[config.mk]
export PLATFORM = sky130hd
export DESIGN_NAME = hsv_to_rgb_led_dimmer_core
export DESIGN_NICKNAME = d
export VERILOG_FILES = /design/src/rtl/core/hrd_pkg.sv /design/src/rtl/core/hrd_cfg.sv /design/src/rtl/core/hrd_hsv.sv /design/src/rtl/core/hrd_dim.sv /design/src/rtl/core/hsv_to_rgb_led_dimmer_core.sv
export SDC_FILE = /design/constraint.sdc
export NUM_CORES = 2
export LEC_CHECK = 0
export BUFFER_PORTS_ARGS = -buffer_cell sky130_fd_sc_hd__buf_2
export CAP_MARGIN = 0
export CORE_UTILIZATION = 55
export CTS_BUF_LIST = sky130_fd_sc_hd__clkbuf_4 sky130_fd_sc_hd__clkbuf_8
export CTS_CLUSTER_SIZE = 30
export DETAILED_ROUTE_END_ITERATION = 16
export HOLD_SLACK_MARGIN = 0.1
export PLACE_DENSITY = 0.71
export SLEW_MARGIN = 0
export SYNTH_ARGS = -nofsm -noshare
export SYNTH_HDL_FRONTEND = slang
export SYNTH_SLANG_ARGS = --single-unit
[constraint.sdc]
create_clock -name clk -period 14.3 [get_ports clk]
set_input_delay 1.43 -clock clk [delete_from_list [all_inputs] [get_ports clk]]
set_output_delay 1.43 -clock clk [all_outputs]
set_load 0.02 [all_outputs]
[src/rtl/core/hrd_pkg.sv]
`timescale 1ns / 1ps
// ----------------------------------------------------------------------------
// hrd_pkg
// shared types, constants and helpers for the hsv to rgb led dimmer core
// ----------------------------------------------------------------------------
package hrd_pkg;

	localparam int unsigned CFG_IDX_W = 8;

	localparam logic [7:0]  LEVEL_FULL  = 8'd255;
	localparam logic [8:0]  BRIGHT_FULL = 9'd256;
	localparam logic [8:0]  FRAC_SCALE  = 9'd256;
	localparam logic [15:0] QT_DENOM    = 16'd65280;
	// reciprocal of 255 in 1.23 fixed point, exact for any 16-bit dividend
	localparam logic [15:0] RECIP_255   = 16'h8081;

	// hue sectors, named by the color span they cover
	typedef enum logic [2:0] {
		SEC_R_TO_Y = 3'd0,
		SEC_Y_TO_G = 3'd1,
		SEC_G_TO_C = 3'd2,
		SEC_C_TO_B = 3'd3,
		SEC_B_TO_M = 3'd4,
		SEC_M_TO_R = 3'd5
	} sector_t;

	typedef enum logic [CFG_IDX_W-1:0] {
		CFG_RED_LIMIT   = 8'd0,
		CFG_GREEN_LIMIT = 8'd1,
		CFG_BLUE_LIMIT  = 8'd2,
		CFG_BRIGHTNESS  = 8'd3
	} cfg_idx_t;

	// active settings as seen by the dimming stages
	typedef struct packed {
		logic [7:0] red_limit;
		logic [7:0] green_limit;
		logic [7:0] blue_limit;
		logic [8:0] bright;
	} dim_cfg_t;

	// converter output, before the sector select
	typedef struct packed {
		sector_t    sector;
		logic [7:0] v;
		logic [7:0] p;
		logic [7:0] q;
		logic [7:0] t;
	} pqt_t;

	typedef struct packed {
		logic [7:0] blue_duty;
		logic [7:0] green_duty;
		logic [7:0] red_duty;
		logic [7:0] blue_level;
		logic [7:0] green_level;
		logic [7:0] red_level;
	} result_t;

	// floor(x / 255) by reciprocal multiply
	function automatic logic [8:0] div255(input logic [15:0] x);
		logic [31:0] m;
		m = 32'(x) * 32'(RECIP_255);
		return m[31:23];
	endfunction

endpackage

[src/rtl/core/hrd_cfg.sv]
`timescale 1ns / 1ps
// ----------------------------------------------------------------------------
// hrd_cfg
// configuration register file: channel limits and global brightness
// ----------------------------------------------------------------------------
module hrd_cfg import hrd_pkg::*; (
	input  logic                 clk,
	input  logic                 arst_n,
	input  logic                 cfg_valid,
	output logic                 cfg_ready,
	input  logic [CFG_IDX_W-1:0] cfg_index,
	input  logic [8:0]           cfg_data,
	output dim_cfg_t             dim_cfg
);

	logic [7:0] red_limit_q;
	logic [7:0] green_limit_q;
	logic [7:0] blue_limit_q;
	logic [8:0] brightness_q;

	assign cfg_ready = 1'b1;

	always_ff @(posedge clk or negedge arst_n) begin
		if (!arst_n) begin
			red_limit_q   <= LEVEL_FULL;
			green_limit_q <= LEVEL_FULL;
			blue_limit_q  <= LEVEL_FULL;
			brightness_q  <= BRIGHT_FULL;
		end else if (cfg_valid && cfg_ready) begin
			unique case (cfg_idx_t'(cfg_index))
				CFG_RED_LIMIT:   red_limit_q   <= cfg_data[7:0];
				CFG_GREEN_LIMIT: green_limit_q <= cfg_data[7:0];
				CFG_BLUE_LIMIT:  blue_limit_q  <= cfg_data[7:0];
				CFG_BRIGHTNESS:  brightness_q  <= cfg_data;
				default: ;
			endcase
		end
	end

	always_comb begin
		dim_cfg.red_limit   = red_limit_q;
		dim_cfg.green_limit = green_limit_q;
		dim_cfg.blue_limit  = blue_limit_q;
		// anything with bit 8 set is at or above full scale
		dim_cfg.bright      = brightness_q[8] ? BRIGHT_FULL : brightness_q;
	end

endmodule

[src/rtl/core/hrd_hsv.sv]
`timescale 1ns / 1ps
// ----------------------------------------------------------------------------
// hrd_hsv
// three-stage converter forming the p, q and t terms of an hsv color
// ----------------------------------------------------------------------------
module hrd_hsv import hrd_pkg::*; (
	input  logic        clk,
	input  logic        arst_n,
	input  logic        in_valid,
	output logic        in_ready,
	input  logic [10:0] hue,
	input  logic [7:0]  saturation,
	input  logic [7:0]  brightness_value,
	output logic        out_valid,
	input  logic        out_ready,
	output pqt_t        out_data
);

	logic        valid_s1, valid_s2, valid_s3;
	logic        ready_s1, ready_s2, ready_s3;

	sector_t     sector_s1, sector_s2, sector_s3;
	logic [7:0]  v_s1, v_s2, v_s3;
	logic [15:0] vs_s1;
	logic [15:0] fs_s1;
	logic [15:0] gs_s1;
	logic [7:0]  p_s2, p_s3;
	logic [23:0] qn_s2;
	logic [23:0] tn_s2;
	logic [7:0]  q_s3;
	logic [7:0]  t_s3;

	sector_t     sector_in;
	logic [8:0]  inv_frac;
	logic [8:0]  p_div;
	logic [8:0]  q_div;
	logic [8:0]  t_div;

	// a stage takes new data when it is empty or its successor takes its data
	assign ready_s3 = !valid_s3 || out_ready;
	assign ready_s2 = !valid_s2 || ready_s3;
	assign ready_s1 = !valid_s1 || ready_s2;
	assign in_ready = ready_s1;

	// sectors six and seven wrap onto zero and one
	always_comb begin
		unique case (hue[10:8])
			3'd0:    sector_in = SEC_R_TO_Y;
			3'd1:    sector_in = SEC_Y_TO_G;
			3'd2:    sector_in = SEC_G_TO_C;
			3'd3:    sector_in = SEC_C_TO_B;
			3'd4:    sector_in = SEC_B_TO_M;
			3'd5:    sector_in = SEC_M_TO_R;
			3'd6:    sector_in = SEC_R_TO_Y;
			default: sector_in = SEC_Y_TO_G;
		endcase
	end

	assign inv_frac = FRAC_SCALE - {1'b0, hue[7:0]};
	assign p_div    = div255(vs_s1);
	assign q_div    = div255(qn_s2[23:8]);
	assign t_div    = div255(tn_s2[23:8]);

	always_ff @(posedge clk or negedge arst_n) begin
		if (!arst_n) begin
			valid_s1 <= 1'b0;
			valid_s2 <= 1'b0;
			valid_s3 <= 1'b0;
		end else begin
			if (ready_s1) valid_s1 <= in_valid;
			if (ready_s2) valid_s2 <= valid_s1;
			if (ready_s3) valid_s3 <= valid_s2;
		end
	end

	always_ff @(posedge clk) begin
		if (ready_s1) begin
			sector_s1 <= sector_in;
			v_s1      <= brightness_value;
			vs_s1     <= 16'(brightness_value) * 16'(LEVEL_FULL - saturation);
			fs_s1     <= 16'(hue[7:0]) * 16'(saturation);
			gs_s1     <= 16'(inv_frac) * 16'(saturation);
		end
		if (ready_s2) begin
			sector_s2 <= sector_s1;
			v_s2      <= v_s1;
			p_s2      <= p_div[7:0];
			qn_s2     <= 24'(v_s1) * 24'(QT_DENOM - fs_s1);
			tn_s2     <= 24'(v_s1) * 24'(QT_DENOM - gs_s1);
		end
		if (ready_s3) begin
			sector_s3 <= sector_s2;
			v_s3      <= v_s2;
			p_s3      <= p_s2;
			q_s3      <= q_div[7:0];
			t_s3      <= t_div[7:0];
		end
	end

	assign out_valid       = valid_s3;
	assign out_data.sector = sector_s3;
	assign out_data.v      = v_s3;
	assign out_data.p      = p_s3;
	assign out_data.q      = q_s3;
	assign out_data.t      = t_s3;

endmodule

[src/rtl/core/hrd_dim.sv]
`timescale 1ns / 1ps
// ----------------------------------------------------------------------------
// hrd_dim
// sector select and three-stage pwm duty scaling by limit and brightness
// ----------------------------------------------------------------------------
module hrd_dim import hrd_pkg::*; (
	input  logic     clk,
	input  logic     arst_n,
	input  dim_cfg_t dim_cfg,
	input  logic     in_valid,
	output logic     in_ready,
	input  pqt_t     in_data,
	output logic     out_valid,
	input  logic     out_ready,
	output result_t  out_data
);

	logic        valid_s4, valid_s5, valid_s6;
	logic        ready_s4, ready_s5, ready_s6;

	logic [7:0]  r_sel, g_sel, b_sel;
	logic [7:0]  r_s4, g_s4, b_s4;
	logic [15:0] rl_s4, gl_s4, bl_s4;
	logic [7:0]  r_s5, g_s5, b_s5;
	logic [23:0] rb_s5, gb_s5, bb_s5;
	logic [8:0]  r_div, g_div, b_div;
	result_t     res_s6;

	assign ready_s6 = !valid_s6 || out_ready;
	assign ready_s5 = !valid_s5 || ready_s6;
	assign ready_s4 = !valid_s4 || ready_s5;
	assign in_ready = ready_s4;

	always_comb begin
		unique case (in_data.sector)
			SEC_R_TO_Y: begin
				r_sel = in_data.v; g_sel = in_data.t; b_sel = in_data.p;
			end
			SEC_Y_TO_G: begin
				r_sel = in_data.q; g_sel = in_data.v; b_sel = in_data.p;
			end
			SEC_G_TO_C: begin
				r_sel = in_data.p; g_sel = in_data.v; b_sel = in_data.t;
			end
			SEC_C_TO_B: begin
				r_sel = in_data.p; g_sel = in_data.q; b_sel = in_data.v;
			end
			SEC_B_TO_M: begin
				r_sel = in_data.t; g_sel = in_data.p; b_sel = in_data.v;
			end
			default: begin
				r_sel = in_data.v; g_sel = in_data.p; b_sel = in_data.q;
			end
		endcase
	end

	// level * limit * brightness / 65280 is floor(floor(x / 256) / 255)
	assign r_div = div255(rb_s5[23:8]);
	assign g_div = div255(gb_s5[23:8]);
	assign b_div = div255(bb_s5[23:8]);

	always_ff @(posedge clk or negedge arst_n) begin
		if (!arst_n) begin
			valid_s4 <= 1'b0;
			valid_s5 <= 1'b0;
			valid_s6 <= 1'b0;
		end else begin
			if (ready_s4) valid_s4 <= in_valid;
			if (ready_s5) valid_s5 <= valid_s4;
			if (ready_s6) valid_s6 <= valid_s5;
		end
	end

	always_ff @(posedge clk) begin
		if (ready_s4) begin
			r_s4  <= r_sel;
			g_s4  <= g_sel;
			b_s4  <= b_sel;
			rl_s4 <= 16'(r_sel) * 16'(dim_cfg.red_limit);
			gl_s4 <= 16'(g_sel) * 16'(dim_cfg.green_limit);
			bl_s4 <= 16'(b_sel) * 16'(dim_cfg.blue_limit);
		end
		if (ready_s5) begin
			r_s5  <= r_s4;
			g_s5  <= g_s4;
			b_s5  <= b_s4;
			rb_s5 <= 24'(rl_s4) * 24'(dim_cfg.bright);
			gb_s5 <= 24'(gl_s4) * 24'(dim_cfg.bright);
			bb_s5 <= 24'(bl_s4) * 24'(dim_cfg.bright);
		end
		if (ready_s6) begin
			res_s6.red_level   <= r_s5;
			res_s6.green_level <= g_s5;
			res_s6.blue_level  <= b_s5;
			res_s6.red_duty    <= r_div[7:0];
			res_s6.green_duty  <= g_div[7:0];
			res_s6.blue_duty   <= b_div[7:0];
		end
	end

	assign out_valid = valid_s6;
	assign out_data  = res_s6;

endmodule

[src/rtl/core/hsv_to_rgb_led_dimmer_core.sv]
`timescale 1ns / 1ps
// pipeline: an accepted input transaction passes registers s1 to s6 before its result is on m_axis
// throughput: one color per cycle while m_axis is not stalled, set by the six-stage multiply pipeline
// each stage has its own valid bit, so bubbles close up while m_axis stalls
// reset: arst_n clears all valid bits; limits reset to 255, brightness to 256
// ----------------------------------------------------------------------------
// hsv_to_rgb_led_dimmer_core
// hsv to rgb conversion with per-channel pwm limit and global brightness
// ----------------------------------------------------------------------------
module hsv_to_rgb_led_dimmer_core import hrd_pkg::*; (
	input  logic                 clk,
	input  logic                 arst_n,
	input  logic                 s_axis_tvalid,
	output logic                 s_axis_tready,
	// [10:0] hue, [18:11] saturation, [26:19] brightness_value, [31:27] zero
	input  logic [31:0]          s_axis_tdata,
	output logic                 m_axis_tvalid,
	input  logic                 m_axis_tready,
	// [7:0] red_level, [15:8] green_level, [23:16] blue_level,
	// [31:24] red_duty, [39:32] green_duty, [47:40] blue_duty
	output logic [47:0]          m_axis_tdata,
	input  logic                 cfg_valid,
	output logic                 cfg_ready,
	input  logic [CFG_IDX_W-1:0] cfg_index,
	input  logic [8:0]           cfg_data
);

	dim_cfg_t dim_cfg;
	pqt_t     pqt;
	logic     pqt_valid;
	logic     pqt_ready;
	result_t  result;

	hrd_cfg u_cfg (
		.clk       (clk),
		.arst_n    (arst_n),
		.cfg_valid (cfg_valid),
		.cfg_ready (cfg_ready),
		.cfg_index (cfg_index),
		.cfg_data  (cfg_data),
		.dim_cfg   (dim_cfg)
	);

	hrd_hsv u_hsv (
		.clk              (clk),
		.arst_n           (arst_n),
		.in_valid         (s_axis_tvalid),
		.in_ready         (s_axis_tready),
		.hue              (s_axis_tdata[10:0]),
		.saturation       (s_axis_tdata[18:11]),
		.brightness_value (s_axis_tdata[26:19]),
		.out_valid        (pqt_valid),
		.out_ready        (pqt_ready),
		.out_data         (pqt)
	);

	hrd_dim u_dim (
		.clk       (clk),
		.arst_n    (arst_n),
		.dim_cfg   (dim_cfg),
		.in_valid  (pqt_valid),
		.in_ready  (pqt_ready),
		.in_data   (pqt),
		.out_valid (m_axis_tvalid),
		.out_ready (m_axis_tready),
		.out_data  (result)
	);

	assign m_axis_tdata = result;

endmodule

**Word-level counts from Yosys, hierarchy flattened**

Index checks and enable logic that the tools add are counted.

- Add/subtract/negate cells: 4
- Muxes and demuxes: 5
- Multiply operators: 17
- Eq/ne operators: 12
- Reduce and logical (&&, ||, !) cells: 24

Operator list:

| kind | number |
|---|---|
| $mul 16x16->31 const B | 6 |
| $mul 16x9->24 | 3 |
| $pmux 8 s3 | 3 |
| $mul 8x8->16 | 4 |
| $mul 8x24->24 | 2 |
| $sub 16x16->17 const A | 2 |
| $eq 8x2->1 const B | 2 |
| $mul 8x16->16 | 1 |
| $mul 9x8->16 | 1 |
| $pmux 3 s5 | 1 |
| $eq 3x2->1 const B | 4 |
| $eq 3x3->1 const B | 4 |
| $reduce_or 2->1 | 5 |
| $mux 9 | 1 |
| $sub 8x8->9 const A | 1 |
| $sub 9x8->9 const A | 1 |
| $eq 8x1->1 const B | 1 |
| $logic_not 8->1 | 1 |
| $reduce_and 2->1 | 4 |
| $logic_not 1->1 | 6 |
| $logic_not 3->1 | 2 |
| $logic_or 1x1->1 | 6 |
| $eq 3x1->1 const B | 1 |

- Output and inout bits: 51
- Input bits: 54
- Logic and storage cells: 105
- Flip-flop bits (word level): 416

**Depth between registers and ports, before layout**

- Word-level depth: 7
- Gate-level depth with buffers: 26
- Gate-level depth less buffers: 25

**Cells and area by module**

A second synthesis with hierarchy kept.

- Cell total of the unflattened synthesis: 5313
- Area total of the unflattened synthesis: 53742.8 um^2

Modules (own cells, without submodules):

| module | instances | cells each | area each (um^2) | seq. area each (um^2) |
|---|---|---|---|---|
| hrd_dim | 1 | 2886 | 28956.5 | 5840.6 |
| hrd_hsv | 1 | 2342 | 23381.2 | 4399.2 |
| hrd_cfg | 1 | 85 | 1405.1 | 857.1 |

**Worst setup path after synthesis**

Ideal clock, no wire load.

- Path kind: input-to-output
- From: in m_axis_tready
- To: out s_axis_tready
- Path buffers: 0
- Stages on the path: 4
- Data arrival time: 5557 ps
- Data required time: 12870 ps
- Setup slack: 7313 ps
- Path through: nor2b_1 nand3_1 nor2_1 nand3_1

- Longest elaborated chain between the ends: 6

RTL lines:

| item | RTL line | text |
|---|---|---|
| start, declared | hsv_to_rgb_led_dimmer_core.sv:18 | `input logic m_axis_tready,` |
| $logic_or 1x1->1 | hrd_dim.sv:29 | `assign ready_s6 = !valid_s6 \|\| out_ready;` |
| $logic_or 1x1->1 | hrd_dim.sv:30 | `assign ready_s5 = !valid_s5 \|\| ready_s6;` |
| $logic_or 1x1->1 | hrd_dim.sv:31 | `assign ready_s4 = !valid_s4 \|\| ready_s5;` |
| via pqt_ready | hsv_to_rgb_led_dimmer_core.sv:31 | `logic pqt_ready;` |
| $logic_or 1x1->1 | hrd_hsv.sv:40 | `assign ready_s3 = !valid_s3 \|\| out_ready;` |
| $logic_or 1x1->1 | hrd_hsv.sv:41 | `assign ready_s2 = !valid_s2 \|\| ready_s3;` |
| $logic_or 1x1->1 | hrd_hsv.sv:42 | `assign ready_s1 = !valid_s1 \|\| ready_s2;` |
| end, declared | hsv_to_rgb_led_dimmer_core.sv:14 | `output logic s_axis_tready,` |

The timed path passes the listed nets, and every way through them passes these cells.

**Worst setup path in the final report**

- From: reg u_hsv.sector_s3[0]
- To: reg u_dim.gl_s4[15], data pin

- Longest elaborated chain between the ends: 4
- Elaborated cells on any way between the ends: 7
- Classes of those cells: mul (1); eq/ne (3); mux (1); reduce/logical (2)

RTL lines:

| item | RTL line | text |
|---|---|---|
| start, declared | hrd_hsv.sv:22 | `sector_t sector_s1, sector_s2, sector_s3;` |
| start signal, assigned | hrd_hsv.sv:92 | `sector_s3 <= sector_s2;` |
| $eq 3x1->1 or $eq 3x2->1 (tied branches) | hrd_dim.sv:35 | `unique case (in_data.sector)` |
| $reduce_or 2->1 (no line) | n/a |  |
| $pmux 8 s3 (*) | hrd_dim.sv:35 |  |
| via u_dim.g_sel[0] | hrd_dim.sv:21 | `logic [7:0] r_sel, g_sel, b_sel;` |
| $mul 8x8->16 (*) | hrd_dim.sv:80 | `gl_s4 <= 16'(g_sel) * 16'(dim_cfg.green_limit);` |
| end signal, assigned | hrd_dim.sv:80 |  |
| end, declared | hrd_dim.sv:23 | `logic [15:0] rl_s4, gl_s4, bl_s4;` |

The timed path passes the listed nets; every way through them passes the cells marked *.
A chain may end at the register's enable or synchronous reset.

==> run metrics <==
Buffers on Ports=98; Top FF cell, synth=edfxtp_1; commonest non-fill, non-tap cell in the layout=inv_1; first-pass detailed-route iteration total=5; Post-layout nets=between 6000 and 7000; Multi-input gate area=roughly 37000 sq um; row count=about 110; Worst Path Buf+Inv=4; largest family of logic cells by synthesized area=adder cells; CP delay by family, top=adder cells; Area Growth Syn to Fin=6.47%; Pwr Density=229 nW/um^2; dpl cells=approximately 6400; clock-pin slew on the worst setup and hold paths=about 0.060 ns; Synth Area in Compound Gates=around 4.6%; clk sinks=between 300 and 400; sequential cell area=between 10000 and 15000 sq um; unrepaired setup endpoints after global routing=no; final setup violation count=0; Cell Area, Synth=approximately 52000 sq um; Num CTS Buffers=just over 70; Die ar.=95500 sq um; Fin Clk Skew=0.0329 ns; DP HPWL=a little over 80000 um; outcome=complete, no violations; Tightest Pin Transition=roughly 1.1 ns; fillcell total=~7900; routability cong.=between 0.8 and 0.9; DR iter-0 viols=about 1600; adder-cell share of the synthesized area=46.5%; Synth Area in XOR/XNOR=3.80%; CP arrival=7.37 ns; DR vias=around 34000; syn_area_per_cell=roughly 10 sq um; routed len/inst=15.7 um; setup TNS=0 ns; Worst Hold Class=reg2reg; Residual DRC=0; Post-synth ARST share=10.4%; crit-path cells=xor2_1 -> a221oi_1 -> nor2_1 -> a21oi_1 -> inv_1 -> nand2_1 -> fa_1 -> fa_1 -> inv_1 -> fa_1 -> inv_1 -> fa_1 -> inv_1 -> ha_1 -> a21boi_0 -> o21ai_0 -> a21boi_0 -> o21ai_0 -> a21oi_1 -> o41ai_1 -> xnor2_1; Syn Nets=roughly 6700; Finished Layout Cells=approximately 6500; Reg-to-Reg Start=u_hsv.sector_s3[0]; CTS tree=built; synth warn=0; Cell variety after synth=70; register area share after synthesis=between 20% and 30%; io pins=approximately 110; total gr overflow=0; hold_sp=u_dim.r_s4[3]; Pins Over Slew Limit=0; Hold Fails Final Rpt=0; Die H=309 um; FF-to-FF End=u_dim.gl_s4[15]; Slew headroom=26.1%; Largest register FFs=48; Reg2Reg Depth=21; post-synthesis mux area share=under 10%; most frequent cells in the layout=inv_1 (899), ha_1 (775), fa_1 (720); total track usage=a little under a quarter; CTS hold repair buffers=0; core area=just over 90000 sq um; flop2flop setup slack=7.34 ns; die width=roughly 300 um; Post-Synth Simple-Gate Area=around 15%; clk_lat worst skew=roughly 0.69 ns; Post-CTS Setup Inserts=0; first-pass GRT wire length=approximately 170000 um; number of flops mapped to enable cells by yosys=roughly 340; CTS resizes=0; min Tclk post-route=slightly below 7 ns; fraction of layout cells with a size suffix above 1=around 6.6%; Worst Hold Depth=0; period utilization=48.7%; Yosys reg bits=375; WHS Endpoint=u_dim.r_s5[3]; MaxCap Viol Count=0; initial core utilization=a little under three fifths; Root Driver=clkbuf_8; FMAX=approximately 140 MHz; Vias per Instance=5.29; peak supply drop=between 0.4 and 0.5 mV; Startpoint Class=flip-flop; WL final=slightly above 100000 um; post-route ant nets=0; crit end category=flip-flop; CP peak stage delay=roughly 0.97 ns; deepest clock path buffer count=3; Worst EP required=around 15 ns; htree depth=3; LEAKAGE=roughly 27 nW; slowest CP cell=edfxtp_1; initial antenna violation count=1; WS Path Type=reg2reg; vias in the first global route=about 36000; pin count of the biggest net entering global routing=74; Post-Syn Instances=between 5000 and 6000; Critical Path Fanout Max=20
-- synthesized netlist by cell type, types with 6 or more instances --
master	number	area share [%]
dfrtp_1	14	0.68
mux2i_1	19	0.37
o21a_1	28	0.41
nand3_1	27	0.26
mux2_2	33	0.72
a21boi_0	20	0.29
o31a_1	9	0.15
clkbuf_1	103	0.75
nand4_1	14	0.17
nor2_1	200	1.4
a211oi_1	10	0.14
o21ai_0	69	0.67
dfstp_2	25	1.3
ha_1	775	19
xnor2_1	162	2.7
nor2b_1	171	2.1
nand2b_1	41	0.49
a31oi_1	12	0.14
xor2_1	63	1.1
edfxtp_1	336	19
a21oi_1	120	1.2
fa_1	720	28
nor3_1	38	0.37
a21o_1	30	0.43
nand2_1	560	4.1
inv_1	900	6.5
a221oi_1	9	0.15
o41ai_1	15	0.25
and3_1	12	0.14
buf_1	46	0.33
or3_1	6	0.072
a22oi_1	7	0.10
and2_1	444	5.4
-- power by group --
part	total (W)	leakage [nW]	internal, W	switching [W]
clock	0.00115	0.796	0.000641	0.000508
sequential	0.00249	3.96	0.00212	0.000368
combinational	0.00900	22.5	0.00399	0.00500
total	0.0126	27.3	0.00676	0.00588
-- worst max-delay path by stage --
| stage | startpoint | to | slack, ns | cells after the start |
|---|---|---|---|---|
| floorplan | m_axis_tready | s_axis_tready | 7.31 | 4 |
| global placement | u_hsv.sector_s3[0] | u_dim.gl_s4[15] | 7.44 | 21 |
| detailed placement | u_hsv.sector_s3[0] | u_dim.gl_s4[15] | 7.44 | 21 |
| CTS | u_hsv.sector_s3[0] | u_dim.gl_s4[15] | 7.39 | 21 |
| global route | u_hsv.sector_s3[0] | u_dim.gl_s4[15] | 6.68 | 21 |
| finish | u_hsv.sector_s3[0] | u_dim.gl_s4[15] | 7.34 | 21 |
-- layout make-up --
type                       count  share of cell area (%)
multi-input combinational   3689                    66.8
timing repair buffer         134                    1.38
antenna                        2                 0.00906
clock inverter                36                   0.628
inverter                     900                    6.12
clock buffer                  94                    2.15
tap                         1254                    2.84
sequential                   375                    20.1
-- cells by family (layout without fill, tap and decap cells) --
logic type      count (synthesis)  after routing
flops                         375            375
fa+ha+maj                    1495           1495
xor+xnor                      225            225
compound gates                372            372
other cells                     1              3
simple gates                 1544           1544
buf+inv                      1054           1164
mux                            52             52
-- routing by layer --
layer  vias to the layer above  track usage [%]  routed length [um]
met5                         -                0                   0
met4                         0             7.08                2530
met3                       158             2.57                4210
met2                       641             40.9               51900
met1                     17100             28.0               43400
li1                      16400                -                   -
-- through the flow --
step / total power [W] / worst slack [ns] / cell area (sq um) / hold WS [ns] / utilization [%]
2_1_floorplan: 0.00938 / 7.31 / 51900 / 0.400 / -
3_3_place_gp: 0.0112 / 7.44 / 53700 / 0.403 / 57.5
3_5_place_dp: 0.0116 / 7.44 / 53700 / 0.405 / 57.5
4_1_cts: 0.0128 / 7.39 / 55200 / 0.397 / 59.2
5_1_grt: 0.0142 / 6.68 / 55200 / 0.408 / 59.2
6_report: 0.0126 / 7.34 / 55200 / 0.399 / 59.2
Note: power is estimated with default switching activity, not from simulation.
